<file path="src/sv/sha256_message_digest_core_macros.svh">
// Assertion macros shared by the SHA-256 digest core.
// Included by the files that carry concurrent assertions.
`ifndef SHA256_MESSAGE_DIGEST_CORE_MACROS_SVH
`define SHA256_MESSAGE_DIGEST_CORE_MACROS_SVH
// Implication checked on every rising clock edge outside reset.
`define SHA_ASSERT_IMP(label, clk, rst, ante, cons, msg) \
  label: assert property (@(posedge clk) disable iff (rst) (ante) |-> (cons)) else $error(msg);
// Next-cycle implication checked outside reset.
`define SHA_ASSERT_NXT(label, clk, rst, ante, cons, msg) \
  label: assert property (@(posedge clk) disable iff (rst) (ante) |=> (cons)) else $error(msg);
`endif

</file>
<file path="src/sv/sha_pkg.sv">
// Package for the SHA-256 digest core: constants, round table, a rotate function,
// channel payloads and the controller/datapath command and status structs.
package sha_pkg;

  localparam logic [31:0] RoundK [64] = '{
    32'h428a2f98, 32'h71374491, 32'hb5c0fbcf, 32'he9b5dba5, 32'h3956c25b, 32'h59f111f1,
    32'h923f82a4, 32'hab1c5ed5, 32'hd807aa98, 32'h12835b01, 32'h243185be, 32'h550c7dc3,
    32'h72be5d74, 32'h80deb1fe, 32'h9bdc06a7, 32'hc19bf174, 32'he49b69c1, 32'hefbe4786,
    32'h0fc19dc6, 32'h240ca1cc, 32'h2de92c6f, 32'h4a7484aa, 32'h5cb0a9dc, 32'h76f988da,
    32'h983e5152, 32'ha831c66d, 32'hb00327c8, 32'hbf597fc7, 32'hc6e00bf3, 32'hd5a79147,
    32'h06ca6351, 32'h14292967, 32'h27b70a85, 32'h2e1b2138, 32'h4d2c6dfc, 32'h53380d13,
    32'h650a7354, 32'h766a0abb, 32'h81c2c92e, 32'h92722c85, 32'ha2bfe8a1, 32'ha81a664b,
    32'hc24b8b70, 32'hc76c51a3, 32'hd192e819, 32'hd6990624, 32'hf40e3585, 32'h106aa070,
    32'h19a4c116, 32'h1e376c08, 32'h2748774c, 32'h34b0bcb5, 32'h391c0cb3, 32'h4ed8aa4a,
    32'h5b9cca4f, 32'h682e6ff3, 32'h748f82ee, 32'h78a5636f, 32'h84c87814, 32'h8cc70208,
    32'h90befffa, 32'ha4506ceb, 32'hbef9a3f7, 32'hc67178f2
  };

  localparam logic [31:0] InitHash [8] = '{
    32'h6a09e667, 32'hbb67ae85, 32'h3c6ef372, 32'ha54ff53a,
    32'h510e527f, 32'h9b05688c, 32'h1f83d9ab, 32'h5be0cd19
  };

  localparam logic [7:0] PadByte = 8'h80;
  localparam logic [5:0] LenOffset = 6'd56;

  // Payload of one input word and of one digest word.
  typedef struct packed {
    logic [7:0] data_byte;
    logic       byte_present;
    logic       end_of_message;
  } msg_word_t;

  typedef struct packed {
    logic [31:0] digest_word;
    logic [2:0]  word_index;
    logic        last_word;
  } digest_word_t;

  // Byte source selected by the controller for a store write.
  typedef enum logic [1:0] {
    SRC_DATA = 2'd0,
    SRC_PAD  = 2'd1,
    SRC_ZERO = 2'd2,
    SRC_LEN  = 2'd3
  } byte_src_t;

  typedef struct packed {
    logic      put;        // write one byte and advance fill position
    byte_src_t src;
    logic      count;      // add eight to the bit count
    logic      latch_len;  // capture bit count for the length field
    logic      load;       // start a compression: load working vars
    logic      round;      // perform one round
    logic      fold;       // add working vars into chain value
    logic      restart;    // return to initial values
    logic      shift_out;  // rotate chain value for digest output
  } sha_cmd_t;

  typedef struct packed {
    logic [5:0] fill;
    logic [5:0] rnd;
  } sha_status_t;

  function automatic logic [31:0] rotr(input logic [31:0] v, input int s);
    rotr = (v >> s) | (v << (32 - s));
  endfunction

endpackage

</file>
<file path="src/sv/sha_datapath.sv">
// Datapath of the SHA-256 core: schedule window (which also collects the block
// bytes), round logic, chaining value and bit count. Uses sha_pkg, driven by sha_ctrl.
module sha_datapath (
  input  logic                 clk,
  input  logic                 rst,
  input  sha_pkg::sha_cmd_t    cmd,
  input  logic [7:0]           data_byte,
  output sha_pkg::sha_status_t status,
  output logic [31:0]          head_word
);
  import sha_pkg::*;

  logic [31:0] sched [16];
  logic [31:0] chain [8];
  logic [31:0] v [8];
  logic [63:0] message_bits;
  logic [63:0] len;
  logic [5:0]  fill;
  logic [5:0]  rnd;
  logic [7:0]  put_val;
  logic [4:0]  lane;
  logic [31:0] w, t1, t2, s0, s1, e, a;

  always_comb begin
    case (cmd.src)
      SRC_DATA: put_val = data_byte;
      SRC_PAD:  put_val = PadByte;
      SRC_ZERO: put_val = 8'h00;
      SRC_LEN:  put_val = len[63:56];
      default:  put_val = 8'h00;
    endcase
  end

  // Bytes land big-endian in the window word picked by the upper fill bits.
  assign lane = {~fill[1:0], 3'b000};

  // The window is shifted each round: sched[0] is the current word for rounds 0 to 15, later w is built from it.
  always_comb begin
    s0 = rotr(sched[1], 7) ^ rotr(sched[1], 18) ^ (sched[1] >> 3);
    s1 = rotr(sched[14], 17) ^ rotr(sched[14], 19) ^ (sched[14] >> 10);
    w  = (rnd < 6'd16) ? sched[0] : s1 + sched[9] + s0 + sched[0];
    e  = v[4];
    a  = v[0];
    t1 = v[7] + (rotr(e, 6) ^ rotr(e, 11) ^ rotr(e, 25)) + ((e & v[5]) ^ (~e & v[6]))
         + RoundK[rnd] + w;
    t2 = (rotr(a, 2) ^ rotr(a, 13) ^ rotr(a, 22)) + ((a & v[1]) ^ (a & v[2]) ^ (v[1] & v[2]));
  end

  always_ff @(posedge clk) begin
    if (cmd.put) begin
      sched[fill[5:2]][lane +: 8] <= put_val;
    end
    if (cmd.latch_len) begin
      len <= message_bits;
    end else if (cmd.put && cmd.src == SRC_LEN) begin
      len <= {len[55:0], 8'h00};
    end
    if (cmd.load) begin
      for (int i = 0; i < 8; i++) begin
        v[i] <= chain[i];
      end
    end else if (cmd.round) begin
      for (int i = 0; i < 15; i++) begin
        sched[i] <= sched[i+1];
      end
      sched[15] <= w;
      v[7] <= v[6]; v[6] <= v[5]; v[5] <= v[4]; v[4] <= v[3] + t1;
      v[3] <= v[2]; v[2] <= v[1]; v[1] <= v[0]; v[0] <= t1 + t2;
    end
  end

  always_ff @(posedge clk) begin
    if (rst || cmd.restart) begin
      for (int i = 0; i < 8; i++) begin
        chain[i] <= InitHash[i];
      end
      message_bits <= '0;
      fill <= '0;
      rnd <= '0;
    end else begin
      if (cmd.put) begin
        fill <= fill + 6'd1;
      end
      if (cmd.count) begin
        message_bits <= message_bits + 64'd8;
      end
      if (cmd.load) begin
        rnd <= '0;
      end else if (cmd.round) begin
        rnd <= rnd + 6'd1;
      end
      if (cmd.fold) begin
        for (int i = 0; i < 8; i++) begin
          chain[i] <= chain[i] + v[i];
        end
      end else if (cmd.shift_out) begin
        for (int i = 0; i < 7; i++) begin
          chain[i] <= chain[i+1];
        end
        chain[7] <= chain[0];
      end
    end
  end

  assign status.fill = fill;
  assign status.rnd = rnd;
  assign head_word = chain[0];
endmodule

</file>
<file path="config.mk">
export PLATFORM = sky130hd
export DESIGN_NAME = sha_datapath
export DESIGN_NICKNAME = d
export VERILOG_FILES = /design/src/sv/sha256_message_digest_core_macros.svh /design/src/sv/sha_pkg.sv /design/src/sv/sha_datapath.sv
export SDC_FILE = /design/constraint.sdc
export NUM_CORES = 2
export LEC_CHECK = 0
export BUFFER_PORTS_ARGS = -buffer_cell sky130_fd_sc_hd__buf_2
export CORE_MARGIN = 5
export CORE_UTILIZATION = 60
export DETAILED_ROUTE_END_ITERATION = 8
export HOLD_SLACK_MARGIN = 0.06
export PLACE_DENSITY = 0.87
export SETUP_SLACK_MARGIN = 0.5
export SYNTH_ARGS = -nofsm -noshare
export SYNTH_HDL_FRONTEND = slang
export SYNTH_SLANG_ARGS = --single-unit
</file>
<file path="constraint.sdc">
create_clock -name clk -period 10.8 [get_ports clk]
set_input_delay 1.62 -clock clk [delete_from_list [all_inputs] [get_ports clk]]
set_output_delay 1.62 -clock clk [all_outputs]
set_load 0.005 [all_outputs]
</file>
==> flow_summary.ini <==
[synth]
synth_top_area_cell = edfxtp_1
syn_nets = 8062
seq_area_frac_synth = 0.451
synthTopCellsByArea = edfxtp_1 (43%), a21o_1 (7.2%), ha_1 (6.8%), fa_1 (5.2%), nand2_1 (5.1%)
netlist.area_leader.share = 0.431
synth_cell_types = 89
synth_seq_cells = 1158
netlist_area_um2 = 75500
dominantRegCellSynth = edfxtp_1
syn_avg_cell_area_um2 = 10.2
syn-instance-count = 7432
yosysWarnings = 0
synth_edf_count = 1085
ys_async_sr_fraction = 0

[worst_setup_path]
critPathMaxFanout = 6
crit_type = reg -> reg
rrSetupSlack_ps = 650
timing.rr.start = sched[14][20]$_DFFE_PP_
start_kind = flop
ff2ff_path_depth = 44
cpMostUsedCell = a21o_1
cp-startpoint = sched[14][20]$_DFFE_PP_
rr_endpoint = v[0][29]$_DFFE_PP_
cpMaxStageDelayCell = fa_1
end_kind = flop
critPathRequiredTime_ps = 11340
cp_data_arrival_time_ps = 10680
crit_end = v[0][29]$_DFFE_PP_
cpPeakStageDelay_ps = 570

[timing]
rsz0062_at_grt = yes
finalCritPeriodShare = 0.939
max_freq_mhz = 98.6
setup_viol = 0
drv_slew = 5
hold_viol = 0
relSlewSlack = -0.0120
tightest_slew_ps = 1520
period_needed_ps = 10150
skew_ps = 49.4
tns_ps = 0

[clock_network]
ctsLongestPathBuffers = 3
cts.sinks = 1158
holdBufCountCts = 0
cts_root_buf = clkbuf_16
path_clk_slew_ps = 60
htree_levels = 4
numCtsBuffers = 132
clkLatencyLatePin_ps = 810
cts_tree = yes

[outcome]
violations = slew limit
status = finished, violations left

[floorplan]
dieArea_um2 = 133000
start_util = 0.602
io_pins = 64
core_area_um2 = 125000
die_h_um = 365
row_count = 130
die_x_um = 365

[hold_path]
hold_path.class = reg -> reg

[routing]
wirelength_um = 243000
wl_per_cell_um = 26.4
routed_via_density = 6.55
drtPass1Iterations = 7
detail_route.iter0.violations = 8471
antenna_left = 0
drc = 0
num_vias = 60200

[grt]
track_usage = 0.359
grt_start_max_net_pins = 194
grt.overflow.total = 0
grt_pass1_vias = 57700
antenna_found_initial = 14
grt_pass1_wl_um = 361000

[placement]
post-dp-hpwl_um = 175000
gp_congestion = 1.01
portBuffers = 63

[cells_and_area]
area_delta_synth_final_pct = 9.72
drive_above_1_share = 0.0957
fin_nets = 8068

[flow_run]
max_cap_viol_count = 0
cell usage in the layout, fill, tap and decap left out, types with 36 or more instances in the layout:
cell type	netlist	layout
xor2_1	234	231
o21bai_1	37	36
nand2_1	1034	1032
a21o_1	720	719
dfxtp_1	73	70
xnor2_1	403	385
nand4_1	44	44
nand3_1	94	91
a211oi_1	45	43
o21ai_0	440	422
edfxtp_1	1085	1085
nor2b_1	44	41
nand2b_1	56	55
mux2_2	82	82
or3_1	39	36
buf_4	32	211
fa_1	197	195
o21a_1	45	45
a21oi_1	497	468
o211ai_1	45	45
nor2_1	460	454
nor3_1	76	74
buf_2	3	65
ha_1	413	397
inv_1	424	418
clkbuf_16	0	135
sequential cells by signal, indices dropped and copies added (netlist names):
| name | count |
|---|---|
| v | 256 |
| message_bits | 61 |
| chain | 256 |
| fill | 6 |
| sched | 512 |
| rnd | 6 |
| len | 61 |
cell usage after synthesis (all sizes together) (13+ instances only):
cell type and n:
dfxtp 73, o31ai 30, o21bai 37, inv 424, nand3 95, a211o 13, clkbuf 344, o221ai 18
a22o 14, a22oi 13, mux2i 23, nand2b 56, nand2 1035, a21o 720, a31oi 36, nor3 76
o311ai 13, ha 413, fa 197, nand4 45, or3 39, buf 64, nor2 460, o22ai 14
nor4 14, xnor2 403, or2 15, nor2b 44, a21oi 498, edfxtp 1085, a21boi 14, a211oi 46
and4 13, o211ai 45, mux2 82, and3 35, xor2 234, o21ai 445, o21a 45, and2 24
layout make-up:
class                           count  area, um2
Fill cell                        9279      42500
Multi-Input combinational cell   5442      38900
Tap cell                         1650       2060
Clock inverter                     68        677
Antenna cell                        3       7.51
Timing Repair Buffer              280       1980
Inverter                          424       1590
Clock buffer                      170       3560
Sequential cell                  1158      34000
cell families (layout without fill, tap and decap cells):
family          Yosys count  count (layout)  share of synthesized area
simple gates           1983            1983                      0.114
compound gates         2094            2094                      0.180
other cells               0               3                          0
mux                     113             113                     0.0177
buf+inv                 832             942                     0.0430
fa+ha+maj               615             615                      0.121
flops                  1158            1158                      0.451
xor+xnor                637             637                     0.0739
metrics by stage:
step	util	worst slack, ps	cells	cell area (um2)	hold slack [ps]
2_1_floorplan	-	1410	7432	75500	455
3_5_place_dp	0.620	84.6	8916	77700	477
4_1_cts	0.654	504	9156	82000	485
3_3_place_gp	0.620	196	8916	77700	465
6_report	0.661	654	9195	82900	490
5_1_grt	0.661	319	9194	82900	510
worst min-delay path by stage:
| stage | start | endpoint | slack [ps] | cells after the start |
|---|---|---|---|---|
| floorplan | message_bits[63]$_SDFFE_PP0P_ | message_bits[63]$_SDFFE_PP0P_ | 450 | 2 |
| global placement | message_bits[63]$_SDFFE_PP0P_ | message_bits[63]$_SDFFE_PP0P_ | 470 | 2 |
| detailed placement | message_bits[63]$_SDFFE_PP0P_ | message_bits[63]$_SDFFE_PP0P_ | 480 | 2 |
| CTS | message_bits[63]$_SDFFE_PP0P_ | message_bits[63]$_SDFFE_PP0P_ | 480 | 2 |
| global route | message_bits[63]$_SDFFE_PP0P_ | message_bits[63]$_SDFFE_PP0P_ | 510 | 2 |
| finish | message_bits[63]$_SDFFE_PP0P_ | message_bits[63]$_SDFFE_PP0P_ | 490 | 2 |
routing by layer:
metal | vias to the layer above | share of wire | track usage
met2 | 4106 | 0.44 | 0.541
li1 | 26400 | - | -
met5 | - | 0.00025 | 0
met3 | 719 | 0.13 | 0.0984
met4 | 10 | 0.054 | 0.165
met1 | 29000 | 0.37 | 0.487
repair_timing:
item                       4_1_cts  5_1_grt
gates cloned                     0        0
gates resized for setup         23      116
pin swaps                        1       57
buffers inserted                 2       34
setup endpoints to repair       14       18
critical path, delay by kind of cell (launching register included):
kind,cells,cell delay (ps)
AND/OR/NAND/NOR,7,910
adder cells (fa/ha/maj),9,3800
XOR/XNOR,4,620
buffers and inverters,8,750
flip-flops,1,480
AO/OA/AOI/OAI,16,3300
Power is not shown: default switching activity piles up to over one toggle a cycle in this logic, so the estimate is an artifact.
