**src/sv/sha256_message_digest_core_macros.svh**
```systemverilog
// Assertion macros shared by the SHA-256 digest core.
// Included by the files that carry concurrent assertions.
`ifndef SHA256_MESSAGE_DIGEST_CORE_MACROS_SVH
`define SHA256_MESSAGE_DIGEST_CORE_MACROS_SVH
// Implication checked on every rising clock edge outside reset.
`define SHA_ASSERT_IMP(label, clk, rst, ante, cons, msg) \
  label: assert property (@(posedge clk) disable iff (rst) (ante) |-> (cons)) else $error(msg);
// Next-cycle implication checked outside reset.
`define SHA_ASSERT_NXT(label, clk, rst, ante, cons, msg) \
  label: assert property (@(posedge clk) disable iff (rst) (ante) |=> (cons)) else $error(msg);
`endif

```
**src/sv/sha_pkg.sv**
```systemverilog
// Package for the SHA-256 digest core: constants, round table, a rotate function,
// channel payloads and the controller/datapath command and status structs.
package sha_pkg;

  localparam logic [31:0] RoundK [64] = '{
    32'h428a2f98, 32'h71374491, 32'hb5c0fbcf, 32'he9b5dba5, 32'h3956c25b, 32'h59f111f1,
    32'h923f82a4, 32'hab1c5ed5, 32'hd807aa98, 32'h12835b01, 32'h243185be, 32'h550c7dc3,
    32'h72be5d74, 32'h80deb1fe, 32'h9bdc06a7, 32'hc19bf174, 32'he49b69c1, 32'hefbe4786,
    32'h0fc19dc6, 32'h240ca1cc, 32'h2de92c6f, 32'h4a7484aa, 32'h5cb0a9dc, 32'h76f988da,
    32'h983e5152, 32'ha831c66d, 32'hb00327c8, 32'hbf597fc7, 32'hc6e00bf3, 32'hd5a79147,
    32'h06ca6351, 32'h14292967, 32'h27b70a85, 32'h2e1b2138, 32'h4d2c6dfc, 32'h53380d13,
    32'h650a7354, 32'h766a0abb, 32'h81c2c92e, 32'h92722c85, 32'ha2bfe8a1, 32'ha81a664b,
    32'hc24b8b70, 32'hc76c51a3, 32'hd192e819, 32'hd6990624, 32'hf40e3585, 32'h106aa070,
    32'h19a4c116, 32'h1e376c08, 32'h2748774c, 32'h34b0bcb5, 32'h391c0cb3, 32'h4ed8aa4a,
    32'h5b9cca4f, 32'h682e6ff3, 32'h748f82ee, 32'h78a5636f, 32'h84c87814, 32'h8cc70208,
    32'h90befffa, 32'ha4506ceb, 32'hbef9a3f7, 32'hc67178f2
  };

  localparam logic [31:0] InitHash [8] = '{
    32'h6a09e667, 32'hbb67ae85, 32'h3c6ef372, 32'ha54ff53a,
    32'h510e527f, 32'h9b05688c, 32'h1f83d9ab, 32'h5be0cd19
  };

  localparam logic [7:0] PadByte = 8'h80;
  localparam logic [5:0] LenOffset = 6'd56;

  // Payload of one input word and of one digest word.
  typedef struct packed {
    logic [7:0] data_byte;
    logic       byte_present;
    logic       end_of_message;
  } msg_word_t;

  typedef struct packed {
    logic [31:0] digest_word;
    logic [2:0]  word_index;
    logic        last_word;
  } digest_word_t;

  // Byte source selected by the controller for a store write.
  typedef enum logic [1:0] {
    SRC_DATA = 2'd0,
    SRC_PAD  = 2'd1,
    SRC_ZERO = 2'd2,
    SRC_LEN  = 2'd3
  } byte_src_t;

  typedef struct packed {
    logic      put;        // write one byte and advance fill position
    byte_src_t src;
    logic      count;      // add eight to the bit count
    logic      latch_len;  // capture bit count for the length field
    logic      load;       // start a compression: load working vars
    logic      round;      // perform one round
    logic      fold;       // add working vars into chain value
    logic      restart;    // return to initial values
    logic      shift_out;  // rotate chain value for digest output
  } sha_cmd_t;

  typedef struct packed {
    logic [5:0] fill;
    logic [5:0] rnd;
  } sha_status_t;

  function automatic logic [31:0] rotr(input logic [31:0] v, input int s);
    rotr = (v >> s) | (v << (32 - s));
  endfunction

endpackage

```
**src/sv/sha_ctrl.sv**
```systemverilog
// Controller state machine of the SHA-256 core: input handshake, padding
// sequence, round sequencing and digest output. Uses sha_pkg and the macros.
`include "sha256_message_digest_core_macros.svh"
module sha_ctrl (
  input  logic                 clk,
  input  logic                 rst,
  input  logic                 in_valid,
  output logic                 in_ready,
  input  logic                 in_present,
  input  logic                 in_end,
  output logic                 out_valid,
  input  logic                 out_ready,
  output logic [2:0]           out_index,
  input  sha_pkg::sha_status_t status,
  output sha_pkg::sha_cmd_t    cmd
);
  import sha_pkg::*;

  typedef enum logic [2:0] {
    ST_IDLE, ST_PAD, ST_ZERO, ST_LEN, ST_LOAD, ST_ROUND, ST_FOLD, ST_OUT
  } state_t;

  state_t     state;
  logic       padding;   // compression belongs to the final padding
  logic       pend_end;  // end mark waits after a data-byte compression
  logic [2:0] len_cnt;
  logic       acc;

  assign in_ready = (state == ST_IDLE);
  assign acc = in_valid && in_ready;
  assign out_valid = (state == ST_OUT);

  always_comb begin
    cmd = '0;
    case (state)
      ST_IDLE: begin
        cmd.put = acc && in_present;
        cmd.count = acc && in_present;
        cmd.src = SRC_DATA;
      end
      ST_PAD: begin
        cmd.put = 1'b1; cmd.src = SRC_PAD; cmd.latch_len = 1'b1;
      end
      ST_ZERO: begin
        cmd.put = (status.fill != LenOffset);
        cmd.src = SRC_ZERO;
      end
      ST_LEN:   begin cmd.put = 1'b1; cmd.src = SRC_LEN; end
      ST_LOAD:  cmd.load = 1'b1;
      ST_ROUND: cmd.round = 1'b1;
      ST_FOLD:  cmd.fold = 1'b1;
      ST_OUT: begin
        cmd.shift_out = out_ready;
        cmd.restart = out_ready && (out_index == 3'd7);
      end
      default: cmd = '0;
    endcase
  end

  always_ff @(posedge clk) begin
    if (rst) begin
      state <= ST_IDLE;
      padding <= 1'b0;
      pend_end <= 1'b0;
      len_cnt <= '0;
      out_index <= '0;
    end else begin
      case (state)
        ST_IDLE: begin
          if (acc) begin
            if (in_present && status.fill == 6'd63) begin
              state <= ST_LOAD; padding <= 1'b0; pend_end <= in_end;
            end else if (in_end) begin
              state <= ST_PAD;
            end
          end
        end
        ST_PAD: begin
          padding <= 1'b1;
          state <= (status.fill == 6'd63) ? ST_LOAD : ST_ZERO;
        end
        ST_ZERO: begin
          if (status.fill == LenOffset) begin
            state <= ST_LEN; len_cnt <= '0;
          end else if (status.fill == 6'd63) begin
            state <= ST_LOAD;
          end
        end
        ST_LEN: begin
          if (len_cnt == 3'd7) begin
            state <= ST_LOAD;
          end else begin
            len_cnt <= len_cnt + 3'd1;
          end
        end
        ST_LOAD: state <= ST_ROUND;
        ST_ROUND: begin
          if (status.rnd == 6'd63) begin
            state <= ST_FOLD;
          end
        end
        ST_FOLD: begin
          if (pend_end) begin
            pend_end <= 1'b0; state <= ST_PAD;
          end else if (padding && status.fill == 6'd0 && len_cnt == 3'd0) begin
            state <= ST_ZERO;
          end else if (padding) begin
            state <= ST_OUT; out_index <= '0; padding <= 1'b0; len_cnt <= '0;
          end else begin
            state <= ST_IDLE;
          end
        end
        ST_OUT: begin
          if (out_ready) begin
            out_index <= out_index + 3'd1;
            if (out_index == 3'd7) begin
              state <= ST_IDLE;
            end
          end
        end
        default: state <= ST_IDLE;
      endcase
    end
  end

  `SHA_ASSERT_IMP(a_no_put_in_rounds, clk, rst, state == ST_ROUND, !cmd.put, "byte write during rounds")
  `SHA_ASSERT_NXT(a_round_to_fold, clk, rst, state == ST_ROUND && status.rnd == 6'd63, state == ST_FOLD, "round count overrun")
  `SHA_ASSERT_IMP(a_len_at_56, clk, rst, state == ST_LEN && len_cnt == 3'd0, status.fill == LenOffset, "length not at offset 56")
  `SHA_ASSERT_IMP(a_out_not_ready, clk, rst, out_valid, !in_ready, "input taken while digest out")
endmodule
```
**config.mk**
```make
export PLATFORM = sky130hd
export DESIGN_NAME = sha_ctrl
export DESIGN_NICKNAME = d
export VERILOG_FILES = /design/src/sv/sha_pkg.sv /design/src/sv/sha_ctrl.sv
export VERILOG_INCLUDE_DIRS = /design/src /design/src/sv
export SDC_FILE = /design/constraint.sdc
export NUM_CORES = 1
export LEC_CHECK = 0
export ABC_AREA = 1
export BUFFER_PORTS_ARGS = -buffer_cell sky130_fd_sc_hd__buf_2
export CORE_MARGIN = 10
export CORE_UTILIZATION = 30
export CTS_BUF_LIST = sky130_fd_sc_hd__clkbuf_16
export CTS_CLUSTER_DIAMETER = 150
export DETAILED_ROUTE_END_ITERATION = 10
export REMOVE_ABC_BUFFERS = 1
export SLEW_MARGIN = 20
export SYNTH_ARGS = -nofsm -noshare
export SYNTH_HDL_FRONTEND = slang
export SYNTH_SLANG_ARGS = --single-unit
```
**constraint.sdc**
```tcl
create_clock -name clk -period 1.57 [get_ports clk]
set_input_delay 0.157 -clock clk [delete_from_list [all_inputs] [get_ports clk]]
set_output_delay 0.157 -clock clk [all_outputs]
set_load 0.03 [all_outputs]
```
==> impl_metrics.env <==
export IMPL_syn_area_per_cell_sq_um=5.886
export IMPL_wl_per_cell_um=11.43
export IMPL_design_area_sq_um=1471
export IMPL_regArea_sq_um=224.0
export IMPL_clock_root_buffer="clkbuf_16"
export IMPL_die_h_um=80.41
export IMPL_area_growth_pct=34.40
export IMPL_ys_seq_area_share_pct=20.11
export IMPL_io_pins=33
export IMPL_r2r_end="len_cnt[1]"
export IMPL_holdBufCountCts=0
export IMPL_gp_congestion=0.9074
export IMPL_gr_total_overflow=0
export IMPL_timing_hold_ws_ps=201.6
export IMPL_required_ps=1410
export IMPL_synth_area_sq_um=1095
export IMPL_multiInputGateArea_sq_um=757.0
export IMPL_cts_tree="built"
export IMPL_rsz0062_at_grt="true"
export IMPL_holdCritPathClass="in2reg"
export IMPL_grt_pass1_wl_mm=5.361
export IMPL_maxCapViolCount=0
export IMPL_wirelength_mm=3.165
export IMPL_coreArea_sq_um=3442
export IMPL_ys_ff_latch=11
export IMPL_fillers=378
export IMPL_synth_cell_types=22
export IMPL_grt_max_degree=9
export IMPL_synth_area_leader_cell="dfxtp_1"
export IMPL_cp_arrival_ps=1360
export IMPL_max_slew_worst_pin_slew_ps=245.7
export IMPL_nNetsFinal=255
export IMPL_cts_sinks=11
export IMPL_critical_path_endpoint="cmd[9]"
export IMPL_synth_area_leaders="dfxtp_1 20%, nand2_1 19%, nor2_1 12%"
export IMPL_first_global_vias=1211
export IMPL_synth_area_mux_share_pct=0
export IMPL_placedInstanceArea_sq_um=1361
export IMPL_powerDensity_nw_per_um2=1440
export IMPL_ant_nets=0
export IMPL_vias=1230
export IMPL_drt_initial_drc_count=55
export IMPL_reg2reg_setup_slack_ps=130
export IMPL_setup_viol=0
export IMPL_skew_ps=1.161
export IMPL_synth_simple_gate_area_share_pct=53.49
export IMPL_dieArea_sq_um=6466
export IMPL_port_buffer_count=32
export IMPL_status="complete, no violations"
export IMPL_timing_slew_headroom_pct=83.60
export IMPL_critPathLaunch="state[2]"
export IMPL_timing_fmax_mhz=660.6
export IMPL_numCtsBuffers=3
export IMPL_cts_path_max_buffers=2
export IMPL_drtPass1Iterations=4
export IMPL_synth_top_family_by_area="simple AND/OR/NAND/NOR gates"
export IMPL_crit_fanout=5
export IMPL_rows=21
export IMPL_end_kind="output pin"
export IMPL_synth_compound_area_share_pct=8.800
export IMPL_grt_usage_pct=10.22
export IMPL_final_setup_tns_ps=0
export IMPL_synth_xor_area_share_pct=0
export IMPL_yosys_warnings=0
export IMPL_cts_reportedPaths_clkPinSlew_ps=40
export IMPL_antenna_found_initial=0
export IMPL_avgViaCountPerCell=4.440
export IMPL_reg2reg_from="state[2]"
export IMPL_ff2ff_path_depth=9
export IMPL_drcViolationCount=0
export IMPL_leakage_nw=0.7895
export IMPL_drv_slew=0
export IMPL_worst_setup_path_start_kind="register"
export IMPL_finalCritPeriodShare_pct=96.41
export IMPL_drive_above_1_share_pct=30.30
export IMPL_synth_top_area_share_pct=20.11
export IMPL_hpwl_mm=2.686
export IMPL_synthAdderAreaFrac_pct=5.714
export IMPL_clock_latency_ps=240
export IMPL_period_minus_slack_ps=1514
export IMPL_start_util_pct=31.81
export IMPL_die_w_um=80.41
export IMPL_synthCells=186
export IMPL_hold_violations=0
export IMPL_vdd_drop_max_mv=0.4654
export IMPL_antenna_cells=0
export IMPL_h_tree_depth=1
export IMPL_path_class="reg2out"
cell usage after synthesis (all sizes together):
library cell and number:
nand2 59, nor3 3, dfxtp 11, o21ai 6, inv 25, ha 5
nand3b 2, buf 3, nor2 45, nand3 16, a21oi 11
logic make-up after synthesis:
| kind of cell | count (synthesis) |
|---|---|
| simple gates | 125 |
| buf+inv | 28 |
| compound gates | 17 |
| flops | 11 |
| fa+ha+maj | 5 |
worst max-delay path: stages, from the launching register on:
cell and delay, ps:
dfxtp_1 310, buf_4 160, nor2_4 150, nand2_2 90, nor2_4 100, nor3_1 50, nor2_1 80, buf_4 160
flip-flops by register name, indices dropped and copies added, names as in the netlist:
signal / cells
pend_end: 1
len_cnt: 3
out_index: 3
padding: 1
state: 3
through the flow:
| stage | utilization [%] | instances | power, mW | worst slack, ps |
|---|---|---|---|---|
| final | 42.75 | 277 | 2.119 | 56.30 |
| after global routing | 42.75 | 277 | 2.303 | -20.35 |
| after CTS | 42.38 | 277 | 2.122 | 21.88 |
| after detailed placement | 39.55 | 272 | 1.618 | 17.47 |
| after global placement | 39.55 | 272 | 1.620 | 13.08 |
| after floorplan | - | 183 | 1.251 | -306.4 |
layout make-up:
class | instances | area share (%)
flip-flops and latches | 11 | 15.22
well taps | 46 | 3.912
clock buffers | 3 | 5.102
multi-input cells | 147 | 51.45
inverters | 25 | 6.548
clock inverters | 1 | 0.2551
repair buffers | 44 | 17.52
worst min-delay path by stage:
| stage | start | depth (start not counted) | endpoint |
|---|---|---|---|
| floorplan | rst | 1 | padding |
| global placement | rst | 2 | state[1] |
| detailed placement | rst | 2 | state[2] |
| CTS | rst | 2 | state[1] |
| global route | rst | 2 | state[1] |
| finish | rst | 2 | state[2] |
cell usage in the layout (no fill, tap or decap), types with 2 or more instances in the layout:
| master | count |
|---|---|
| nor3_1 | 2 |
| nor2_1 | 33 |
| nand3b_1 | 2 |
| inv_1 | 24 |
| nor2_4 | 4 |
| buf_2 | 29 |
| ha_1 | 5 |
| a21oi_1 | 10 |
| nor2_2 | 7 |
| nand2_2 | 4 |
| nand3_1 | 15 |
| nand2_1 | 54 |
| dfxtp_1 | 10 |
| o21ai_0 | 5 |
| buf_4 | 15 |
| clkbuf_16 | 3 |
timing repair:
action | 4_1_cts | 5_1_grt
gates resized for setup | 5 | 5
pin swaps | 1 | 2
endpoints found under the setup margin | 2 | 6
gates cloned | 0 | 0
buffers inserted | 1 | 0
routing by layer:
metal	track usage, %	part of all wire (%)	vias to the layer above
li1	-	-	669
met1	11.84	46	531
met2	16.96	46	25
met3	2.895	6.6	5
met4	4.577	1.5	0
met5	0	0	-
power by group:
part | switching (mW) | internal, mW
Combinational | 0.784 | 0.448
Clock | 0.126 | 0.334
Sequential | 0.0699 | 0.357
Total | 0.979 | 1.14
Note: power is estimated with default switching activity, not from simulation.
